<file path="src/hw/rtl/utf8sd_pkg.sv">
// ----------------------------------------------------------------------------
// UTF-8 stream decoder package
// Types, byte thresholds and error codes shared by the decoder modules.
// ----------------------------------------------------------------------------
package utf8sd_pkg;

    localparam int UTF8SD_QUEUE_DEPTH = 2;

    localparam int CP_W  = 21;
    localparam int LEN_W = 3;
    localparam int ERR_W = 2;

    localparam logic [ERR_W-1:0] ERR_NONE  = 2'd0;
    localparam logic [ERR_W-1:0] ERR_LEAD  = 2'd1;
    localparam logic [ERR_W-1:0] ERR_CONT  = 2'd2;
    localparam logic [ERR_W-1:0] ERR_RANGE = 2'd3;

    localparam logic [LEN_W-1:0] LEN_BAD   = 3'd0;
    localparam logic [LEN_W-1:0] LEN_ONE   = 3'd1;
    localparam logic [LEN_W-1:0] LEN_TWO   = 3'd2;
    localparam logic [LEN_W-1:0] LEN_THREE = 3'd3;
    localparam logic [LEN_W-1:0] LEN_FOUR  = 3'd4;

    localparam logic [7:0] BYTE_ASCII_END = 8'h80;
    localparam logic [7:0] BYTE_TWO_START = 8'hC2;
    localparam logic [7:0] BYTE_THREE_START = 8'hE0;
    localparam logic [7:0] BYTE_FOUR_START = 8'hF0;
    localparam logic [7:0] BYTE_LEAD_END = 8'hF5;

    localparam logic [7:0] LEAD_E0 = 8'hE0;
    localparam logic [7:0] LEAD_F0 = 8'hF0;
    localparam logic [7:0] LEAD_F4 = 8'hF4;
    localparam logic [7:0] MIN_AFTER_E0 = 8'hA0;
    localparam logic [7:0] MIN_AFTER_F0 = 8'h90;
    localparam logic [7:0] MAX_AFTER_F4 = 8'h90;

    typedef struct packed {
        logic [7:0]       data;
        logic [LEN_W-1:0] lead_len;
        logic             is_cont;
    } cls_t;

    typedef struct packed {
        logic [CP_W-1:0]  code_point;
        logic [LEN_W-1:0] seq_length;
        logic             error;
        logic [ERR_W-1:0] error_kind;
    } res_t;

endpackage

</file>
<file path="src/hw/rtl/utf8_stream_decoder_unit.sv">
// Path: a byte that closes a sequence is queued, then the back end registers m_valid.
// Throughput: one byte per cycle in the back end decode step, unless m_ready stalls m_valid.
// The request queue lets the input keep flowing for its depth while the output stalls.
// Reset: synchronous, active low; clears the sequence state, the queue and the output valid.
// ----------------------------------------------------------------------------
// UTF-8 stream decoder unit
// Decodes a byte stream into code points with length and error reporting.
// ----------------------------------------------------------------------------
module utf8_stream_decoder_unit
    import utf8sd_pkg::*;
#(
    parameter int QUEUE_DEPTH = UTF8SD_QUEUE_DEPTH
) (
    input  logic             aclk,
    input  logic             aresetn,
    input  logic             s_valid,
    output logic             s_ready,
    input  logic [7:0]       s_in_byte,
    output logic             m_valid,
    input  logic             m_ready,
    output logic [CP_W-1:0]  m_code_point,
    output logic [LEN_W-1:0] m_seq_length,
    output logic             m_error,
    output logic [ERR_W-1:0] m_error_kind
);

    logic push_valid, push_ready;
    cls_t push_cls;
    logic pop_valid, pop_ready;
    cls_t pop_cls;
    res_t m_res;

    utf8sd_front u_front (
        .aresetn    (aresetn),
        .s_valid    (s_valid),
        .s_ready    (s_ready),
        .s_in_byte  (s_in_byte),
        .push_valid (push_valid),
        .push_ready (push_ready),
        .push_cls   (push_cls)
    );

    utf8sd_queue #(
        .DEPTH (QUEUE_DEPTH)
    ) u_queue (
        .aclk       (aclk),
        .aresetn    (aresetn),
        .push_valid (push_valid),
        .push_ready (push_ready),
        .push_cls   (push_cls),
        .pop_valid  (pop_valid),
        .pop_ready  (pop_ready),
        .pop_cls    (pop_cls)
    );

    utf8sd_back u_back (
        .aclk      (aclk),
        .aresetn   (aresetn),
        .pop_valid (pop_valid),
        .pop_ready (pop_ready),
        .pop_cls   (pop_cls),
        .m_valid   (m_valid),
        .m_ready   (m_ready),
        .m_res     (m_res)
    );

    assign m_code_point = m_res.code_point;
    assign m_seq_length = m_res.seq_length;
    assign m_error      = m_res.error;
    assign m_error_kind = m_res.error_kind;

endmodule

</file>
<file path="src/hw/rtl/utf8sd_front.sv">
// ----------------------------------------------------------------------------
// UTF-8 decoder front end
// Accepts raw bytes and tags each with its lead length and continuation flag.
// ----------------------------------------------------------------------------
module utf8sd_front
    import utf8sd_pkg::*;
(
    input  logic       aresetn,
    input  logic       s_valid,
    output logic       s_ready,
    input  logic [7:0] s_in_byte,
    output logic       push_valid,
    input  logic       push_ready,
    output cls_t       push_cls
);

    logic [LEN_W-1:0] lead_len;

    always_comb begin
        if (s_in_byte < BYTE_ASCII_END) begin
            lead_len = LEN_ONE;
        end else if (s_in_byte < BYTE_TWO_START) begin
            lead_len = LEN_BAD;
        end else if (s_in_byte < BYTE_THREE_START) begin
            lead_len = LEN_TWO;
        end else if (s_in_byte < BYTE_FOUR_START) begin
            lead_len = LEN_THREE;
        end else if (s_in_byte < BYTE_LEAD_END) begin
            lead_len = LEN_FOUR;
        end else begin
            lead_len = LEN_BAD;
        end
    end

    // Input is held off while reset is asserted.
    assign s_ready             = push_ready & aresetn;
    assign push_valid          = s_valid & aresetn;
    assign push_cls.data       = s_in_byte;
    assign push_cls.lead_len   = lead_len;
    assign push_cls.is_cont    = (s_in_byte[7:6] == 2'b10);

endmodule

</file>
<file path="src/hw/rtl/utf8sd_queue.sv">
// ----------------------------------------------------------------------------
// UTF-8 decoder request queue
// Small FIFO of classified bytes between the front end and the decoder.
// ----------------------------------------------------------------------------
module utf8sd_queue
    import utf8sd_pkg::*;
#(
    parameter int DEPTH = UTF8SD_QUEUE_DEPTH
) (
    input  logic aclk,
    input  logic aresetn,
    input  logic push_valid,
    output logic push_ready,
    input  cls_t push_cls,
    output logic pop_valid,
    input  logic pop_ready,
    output cls_t pop_cls
);

    localparam int PW = (DEPTH > 1) ? $clog2(DEPTH) : 1;
    localparam int CW = $clog2(DEPTH + 1);
    localparam logic [PW-1:0] LAST_PTR   = PW'(DEPTH - 1);
    localparam logic [CW-1:0] FULL_COUNT = CW'(DEPTH);

    cls_t          entry_reg [DEPTH];
    logic [PW-1:0] wr_ptr_reg, wr_ptr_next;
    logic [PW-1:0] rd_ptr_reg, rd_ptr_next;
    logic [CW-1:0] count_reg, count_next;
    logic          push, pop;

    assign push_ready = (count_reg != FULL_COUNT);
    assign pop_valid  = (count_reg != '0);
    assign pop_cls    = entry_reg[rd_ptr_reg];
    assign push       = push_valid & push_ready;
    assign pop        = pop_valid & pop_ready;

    always_comb begin
        wr_ptr_next = wr_ptr_reg;
        rd_ptr_next = rd_ptr_reg;
        count_next  = count_reg;
        if (push) begin
            wr_ptr_next = (wr_ptr_reg == LAST_PTR) ? '0 : wr_ptr_reg + 1'b1;
        end
        if (pop) begin
            rd_ptr_next = (rd_ptr_reg == LAST_PTR) ? '0 : rd_ptr_reg + 1'b1;
        end
        if (push && !pop) begin
            count_next = count_reg + 1'b1;
        end else if (pop && !push) begin
            count_next = count_reg - 1'b1;
        end
    end

    always_ff @(posedge aclk) begin
        if (!aresetn) begin
            wr_ptr_reg <= '0;
            rd_ptr_reg <= '0;
            count_reg  <= '0;
        end else begin
            wr_ptr_reg <= wr_ptr_next;
            rd_ptr_reg <= rd_ptr_next;
            count_reg  <= count_next;
        end
    end

    always_ff @(posedge aclk) begin
        if (push) begin
            entry_reg[wr_ptr_reg] <= push_cls;
        end
    end

endmodule

</file>
<file path="src/hw/rtl/utf8sd_back.sv">
// ----------------------------------------------------------------------------
// UTF-8 decoder back end
// Runs the sequence state and registers one result per completed sequence or detected error.
// ----------------------------------------------------------------------------
module utf8sd_back
    import utf8sd_pkg::*;
(
    input  logic aclk,
    input  logic aresetn,
    input  logic pop_valid,
    output logic pop_ready,
    input  cls_t pop_cls,
    output logic m_valid,
    input  logic m_ready,
    output res_t m_res
);

    logic [1:0]       rem_reg, rem_next;
    logic [LEN_W-1:0] total_reg, total_next;
    logic [7:0]       lead_reg, lead_next;
    logic [CP_W-1:0]  partial_reg, partial_next;
    logic             out_valid_reg, out_valid_next;
    res_t             res_reg, res_next;

    logic             pop;
    logic             emit;
    logic             second_byte;
    logic             range_bad;
    logic [1:0]       rem_dec;
    logic [CP_W-1:0]  partial_shift;

    assign pop_ready     = !out_valid_reg || m_ready;
    assign pop           = pop_valid & pop_ready;
    assign second_byte   = ({1'b0, rem_reg} + 3'd1) == total_reg;
    assign rem_dec       = rem_reg - 2'd1;
    assign partial_shift = {partial_reg[CP_W-7:0], pop_cls.data[5:0]};

    always_comb begin
        range_bad = 1'b0;
        if (second_byte) begin
            if (lead_reg == LEAD_E0 && pop_cls.data < MIN_AFTER_E0) begin
                range_bad = 1'b1;
            end
            if (lead_reg == LEAD_F0 && pop_cls.data < MIN_AFTER_F0) begin
                range_bad = 1'b1;
            end
            if (lead_reg == LEAD_F4 && pop_cls.data >= MAX_AFTER_F4) begin
                range_bad = 1'b1;
            end
        end
    end

    always_comb begin
        rem_next     = rem_reg;
        total_next   = total_reg;
        lead_next    = lead_reg;
        partial_next = partial_reg;
        emit         = 1'b0;
        res_next     = res_reg;

        if (pop) begin
            if (rem_reg == 2'd0) begin
                case (pop_cls.lead_len)
                    LEN_ONE: begin
                        emit                = 1'b1;
                        res_next.code_point = CP_W'(pop_cls.data);
                        res_next.seq_length = LEN_ONE;
                        res_next.error      = 1'b0;
                        res_next.error_kind = ERR_NONE;
                    end
                    LEN_TWO: begin
                        rem_next     = 2'd1;
                        total_next   = LEN_TWO;
                        lead_next    = pop_cls.data;
                        partial_next = CP_W'(pop_cls.data[4:0]);
                    end
                    LEN_THREE: begin
                        rem_next     = 2'd2;
                        total_next   = LEN_THREE;
                        lead_next    = pop_cls.data;
                        partial_next = CP_W'(pop_cls.data[3:0]);
                    end
                    LEN_FOUR: begin
                        rem_next     = 2'd3;
                        total_next   = LEN_FOUR;
                        lead_next    = pop_cls.data;
                        partial_next = CP_W'(pop_cls.data[2:0]);
                    end
                    default: begin
                        emit                = 1'b1;
                        res_next.code_point = '0;
                        res_next.seq_length = '0;
                        res_next.error      = 1'b1;
                        res_next.error_kind = ERR_LEAD;
                    end
                endcase
            end else if (!pop_cls.is_cont || range_bad) begin
                emit                = 1'b1;
                res_next.code_point = '0;
                res_next.seq_length = '0;
                res_next.error      = 1'b1;
                res_next.error_kind = pop_cls.is_cont ? ERR_RANGE : ERR_CONT;
                rem_next            = 2'd0;
                total_next          = '0;
                lead_next           = '0;
                partial_next        = '0;
            end else if (rem_dec == 2'd0) begin
                emit                = 1'b1;
                res_next.code_point = partial_shift;
                res_next.seq_length = total_reg;
                res_next.error      = 1'b0;
                res_next.error_kind = ERR_NONE;
                rem_next            = 2'd0;
                total_next          = '0;
                lead_next           = '0;
                partial_next        = '0;
            end else begin
                rem_next     = rem_dec;
                partial_next = partial_shift;
            end
        end

        if (pop) begin
            out_valid_next = emit;
        end else if (m_ready) begin
            out_valid_next = 1'b0;
        end else begin
            out_valid_next = out_valid_reg;
        end
    end

    always_ff @(posedge aclk) begin
        if (!aresetn) begin
            rem_reg       <= '0;
            total_reg     <= '0;
            lead_reg      <= '0;
            partial_reg   <= '0;
            out_valid_reg <= 1'b0;
        end else begin
            rem_reg       <= rem_next;
            total_reg     <= total_next;
            lead_reg      <= lead_next;
            partial_reg   <= partial_next;
            out_valid_reg <= out_valid_next;
        end
    end

    always_ff @(posedge aclk) begin
        res_reg <= res_next;
    end

    assign m_valid = out_valid_reg;
    assign m_res   = res_reg;

endmodule

</file>
<file path="config.mk">
export PLATFORM = sky130hd
export DESIGN_NAME = utf8_stream_decoder_unit
export DESIGN_NICKNAME = d
export VERILOG_FILES = /design/src/hw/rtl/utf8sd_pkg.sv /design/src/hw/rtl/utf8_stream_decoder_unit.sv /design/src/hw/rtl/utf8sd_front.sv /design/src/hw/rtl/utf8sd_queue.sv /design/src/hw/rtl/utf8sd_back.sv
export SDC_FILE = /design/constraint.sdc
export NUM_CORES = 1
export LEC_CHECK = 0
export BUFFER_PORTS_ARGS = -buffer_cell sky130_fd_sc_hd__buf_2
export CAP_MARGIN = 20
export CORE_ASPECT_RATIO = 0.5
export CORE_MARGIN = 3
export CORE_UTILIZATION = 40
export CTS_BUF_LIST = sky130_fd_sc_hd__clkbuf_8
export DETAILED_ROUTE_END_ITERATION = 10
export PLACE_DENSITY_LB_ADDON = 0.08
export SLEW_MARGIN = 25
export SYNTH_ARGS = -nofsm -noshare
export SYNTH_HDL_FRONTEND = slang
export SYNTH_SLANG_ARGS = --single-unit
</file>
<file path="constraint.sdc">
create_clock -name aclk -period 9.85 [get_ports aclk]
set_clock_uncertainty 0.1 [all_clocks]
set_input_delay 0.985 -clock aclk [delete_from_list [all_inputs] [get_ports aclk]]
set_output_delay 0.985 -clock aclk [all_outputs]
set_load 0.02 [all_outputs]
</file>
; Yosys cells after proc, flatten, opt, wreduce, memory -nomap -nowiden
; Memories as Yosys holds them, arrays and structs flattened. A register that Yosys moved wholly into a read port is not among the register bits.
; Cells that the tools add are included.
[op_classes]
addsub = 6
bitwise = 4
shift = 0
muxes = 44
n_reduce_logical = 22
n_div = 0
n_lt_le_gt_ge = 8
n_mul = 0
n_eq_ne = 13
[op_table]
columns = op, n
row1 = $mux 27, 3
row2 = $lt 8x8->1 const B, 7
row3 = $pmux 27 s2, 1
row4 = $mux 15, 3
row5 = $pmux 15 s3, 1
row6 = $mux 8, 4
row7 = $eq 8x8->1 const B, 3
row8 = $mux 3, 8
row9 = $mux 1, 17
row10 = $mux 2, 5
row11 = $pmux 3 s3, 1
row12 = $reduce_and 3->1, 3
row13 = $ge 8x8->1 const B, 1
row14 = $eq 3x2->1 const B, 2
row15 = $ne 2x2->1 const B, 3
row16 = $pmux 2 s3, 1
row17 = $reduce_bool 2->1, 3
row18 = $logic_and 1x1->1, 5
row19 = $and 1x1->1, 4
row20 = $logic_not 1->1, 4
row21 = $logic_not 2->1, 2
row22 = $ne 4x4->1 const B, 1
row23 = $sub 2x1->2 const B, 2
row24 = $add 2x1->3 const B, 1
row25 = other kinds (10), 12
[word_totals]
word_cells = 110
regBits = 60
n_memories = 1
latchBits = 0
ramBits = 24
romBits = 0
out_inout_bits = 29
inputBits = 12
[memory_table]
columns = memory, words, word_bits, read_ports, rd_clocked_by_memory_dff, write_ports, line
row1 = u_queue.entry_reg, 2, 12, 1, 1, 1, utf8sd_queue.sv:25  ; cls_t entry_reg [DEPTH];

; Logic depth before layout (Yosys ltp)
[depth]
ltp_word = 10
ltp_mapped = 8
mapped_depth_nobuf = 8

; Hierarchy
; A second synthesis with hierarchy kept.
[unflattened]
hier_cells = 307
hier_area_um2 = 3674.8
[by_module_without_submodules]
columns = module, area_per_inst_um2, seq_area_each_um2, cells_each, instances
row1 = utf8sd_back, 2434.8, 1391.3, 226, 1
row2 = utf8sd_queue, 1103.6, 820.8, 61, 1
row3 = utf8sd_front, 136.4, 0.0, 20, 1

; Worst setup path after synthesis
; OpenSTA, ideal clock, no wires.
[synth_path]
path_type = reg2reg
from = register u_back.rem_reg[0]
to = register u_back.res_reg, in the netlist u_back.m_res[0], enable pin
path_buffers = 0
setup_time_ns = 0.445
period_less_slack_ns = 3.971
stages_incl_launch_ff = 8
arrival_ns = 3.427
required_time_ns = 9.305
slack_ns = 5.879
cell_sequence = dfxtp_1 > inv_1 > ha_1 > xor2_1 > nor3_1 > o211a_4 > a21oi_1 > nor3_1
[synth_via]
elab_chain_cells = 6
elab_cells_between_ends = 10
classes_between = add/sub (2) / eq/ne (2) / mux (1) / reduce/logical (5)
[synth_rtl]
columns = element, line
row1 = "start, declared", utf8sd_back.sv:18  ; logic [1:0] rem_reg, rem_next;
row2 = "start signal, assigned", utf8sd_back.sv:140  ; rem_reg <= rem_next;
row3 = $add 2x1->3, utf8sd_back.sv:34  ; assign second_byte = ({1'b0, rem_reg} + 3'd1) == total_reg;
row4 = $eq 3x3->1, utf8sd_back.sv:34
row5 = $mux 1, utf8sd_back.sv:40  ; if (second_byte) begin
row6 = $logic_or 1x1->1, utf8sd_back.sv:97  ; end else if (!pop_cls.is_cont || range_bad) begin
row7 = $reduce_bool 3->1 (no line), n/a
row8 = $reduce_and 3->1 (no line) (*), n/a
row9 = "end signal, assigned", utf8sd_back.sv:149  ; res_reg <= res_next;
row10 = "end, declared", utf8sd_back.sv:23  ; res_t res_reg, res_next;
; Mark *: on every way between the ends. The rest lies on a longest branch, timed or not.
; A chain may end at the register's enable or synchronous reset.

==> key figures <==
Worst hold path
  – HP Class: reg2reg
  – Hold path cells: 1

Global routing
  – Met1 Use GR: 23.2%
  – Grt total ovfl: 0
  – Vias in the first global route: 2391
  – Most Crowded Layer GR: met1
  – Global Route Usage Sum: 15.9%
  – Met3 GRT Util: 5.27%
  – Initial antenna violation count: 0
  – First-pass GRT wire length: 12.8 mm
  – Largest net degree at the start of global routing: 28
  – M2 GR Usage: 22.3%

Outcome
  – Status: completed

Timing
  – Worst slew pin tran: 0.858 ns
  – Highest achievable clock rate: 320 MHz
  – Number of hold violations in the final report: 0
  – Slew Limit Fails: 0
  – Total negative setup slack: 0 ns
  – Min cycle time layout: 3.13 ns
  – Final worst path period share: 31.7%
  – Unrepaired setup endpoints after global routing: no
  – Final setup violation count: 0
  – Hold slack: 0.376 ns
  – Max transition margin: 42.7%

Clocking
  – H-tree Lvls: 3
  – CTS Hold Bufs: 0
  – Clock insertion delay at the later pin of the skew report: 0.36 ns
  – Setup Buffers After CTS: 0
  – Clock Sinks: 85
  – Clk slew on worst S/H paths: 0.09 ns
  – Total CTS buffers: 9
  – Max Root-Sink Buffers: 2
  – Resized cells post-CTS: 0
  – Root buffer cell: clkbuf_8
  – CTS tree: done

Cells and area
  – Most common cell after layout, fill and taps aside: edfxtp_1
  – Layout cell share with drive strength beyond 1: 23.1%
  – Util after Layout: 47.9%
  – Area Overhead vs Synth: 14.1%
  – Commonest cells after routing, fill and taps aside: 51 x edfxtp_1, 40 x buf_2, 34 x dfxtp_1
  – Design area: 0.00426 mm2
  – Largest register FFs: 27
  – Nets@finish: 366
  – N_diodes: 0

Setup path
  – R2R depth: 6
  – Critical path class: reg2reg
  – Arr. time, crit path: 3.05 ns
  – Crit path launch type: flop
  – Worst Path Required: 9.78 ns
  – Largest fanout on the critical path: 27
  – Worst R2R Setup Slack: 6.72 ns
  – CP endpoint kind: flop

Die
  – Die Wd: 143 um
  – Initial Util: 41.9%
  – Core area: 0.00889 mm2
  – # IOs: 41
  – Num rows: 24
  – Die ar.: 0.0106 mm2
  – Die Span Y: 74.3 um

Placement
  – Final HPWL DP: 5.54 mm
  – DP Area: 0.00402 mm2
  – IO Port Bufs: 40
  – GP Congestion: 0.837

Routing
  – Routed WL: 7.76 mm
  – Final ANT Viol Nets: 0
  – Via density per instance: 5.28
  – DRT Pass-1 Iters: 4
  – Routed length per instance: 16.4 um
  – DRT iter0 DRCs: 215
  – Vias: 2491
  – Drt drc: 0

Power
  – Largest vdd supply drop: 88.2 uV
  – Leak: 0.00156 uW
  – Pwr Density: 297 mW/mm2

Yosys
  – Syn avg cell area: 12.1 um2
  – Post-synth top flop: edfxtp_1
  – Gate Count Post-Synth: 309
  – Syn. warnings: 0
  – Post-synth cell types: 60
  – EDFF count, synth: 51
  – Post-Syn Nets: 325
  – Seq cells post-synth: 85
  – Post-synthesis cell area: 0.00373 mm2
  – Sequential area share after synthesis: 59.3%
  – Asr flop ratio synth: 0%

Job
  – Max-cap violations: 0
[worst max-delay path: stages, from the launching register on]
cell,delay (ns)
dfxtp_1,0.89
mux2i_1,0.44
nor2_1,0.14
a221oi_4,0.47
a21oi_1,0.19
nor3_2,0.20
buf_4,0.35
[cells in the mapped netlist (all sizes together), types with 3 or more instances]
cell | n | area (um2)
a211oi | 6 | 72.6
a21boi | 5 | 41.3
a21oi | 25 | 125
a22o | 10 | 87.6
a22oi | 3 | 22.5
and2 | 17 | 106
buf | 6 | 50.0
clkbuf | 5 | 18.8
dfxtp | 34 | 681
edfxtp | 51 | 1530
ha | 4 | 50.1
inv | 12 | 45.0
mux2 | 6 | 67.6
mux2i | 5 | 50.1
nand2 | 11 | 41.3
nand2b | 4 | 25.0
nand3 | 7 | 35.0
nor2 | 24 | 92.6
nor2b | 3 | 18.8
nor3 | 8 | 51.3
nor4 | 3 | 18.8
o21ai | 15 | 75.1
o2bb2ai | 6 | 52.6
xor2 | 5 | 43.8
[worst paths after layout]
path / from / to
worst max register to register: flop / u_back.m_res[9]
worst min register to register: u_back.partial_reg[12] / u_back.partial_reg[12]
worst min-delay path: u_back.partial_reg[12] / u_back.partial_reg[12]
worst max-delay path: flop / u_back.m_res[9]
[stage by stage]
step	instances	total power [uW]	worst slack, ns
floorplan	309	872	5.88
global placement	456	988	6.70
detailed placement	456	997	6.62
CTS	472	1280	6.69
global route	472	1340	6.50
finish	472	1260	6.72
[layer usage]
layer,up-vias,share of wire (%)
li1,1245,-
met1,1162,50
met2,82,41
met3,2,8.5
met4,0,0.40
met5,-,0
[cells by family after synthesis]
logic type / synth area share [%]
AOI/OAI and AO/OA: 18.1
xor gates and xnor gates: 1.64
adders and majority gates: 1.34
buffers and inverters: 3.05
DFF: 59.3
muxes: 3.15
and+or+nand+nor: 13.4
[report_power, final]
group | switching (uW) | internal (uW) | leakage [uW]
clock | 127 | 152 | 0.000119
sequential | 48.3 | 479 | 0.000755
combinational | 306 | 150 | 0.000682
total | 482 | 781 | 0.00156
[cell type report]
type / instances / area, um2
sequential: 85 / 2210
multi-input combinational: 201 / 1410
fill: 808 / 4630
clock inverter: 6 / 93.8
clock buffer: 10 / 138
timing repair buffer: 41 / 208
tap: 117 / 146
inverter: 12 / 45.0
Note: power is estimated with default switching activity, not from simulation.
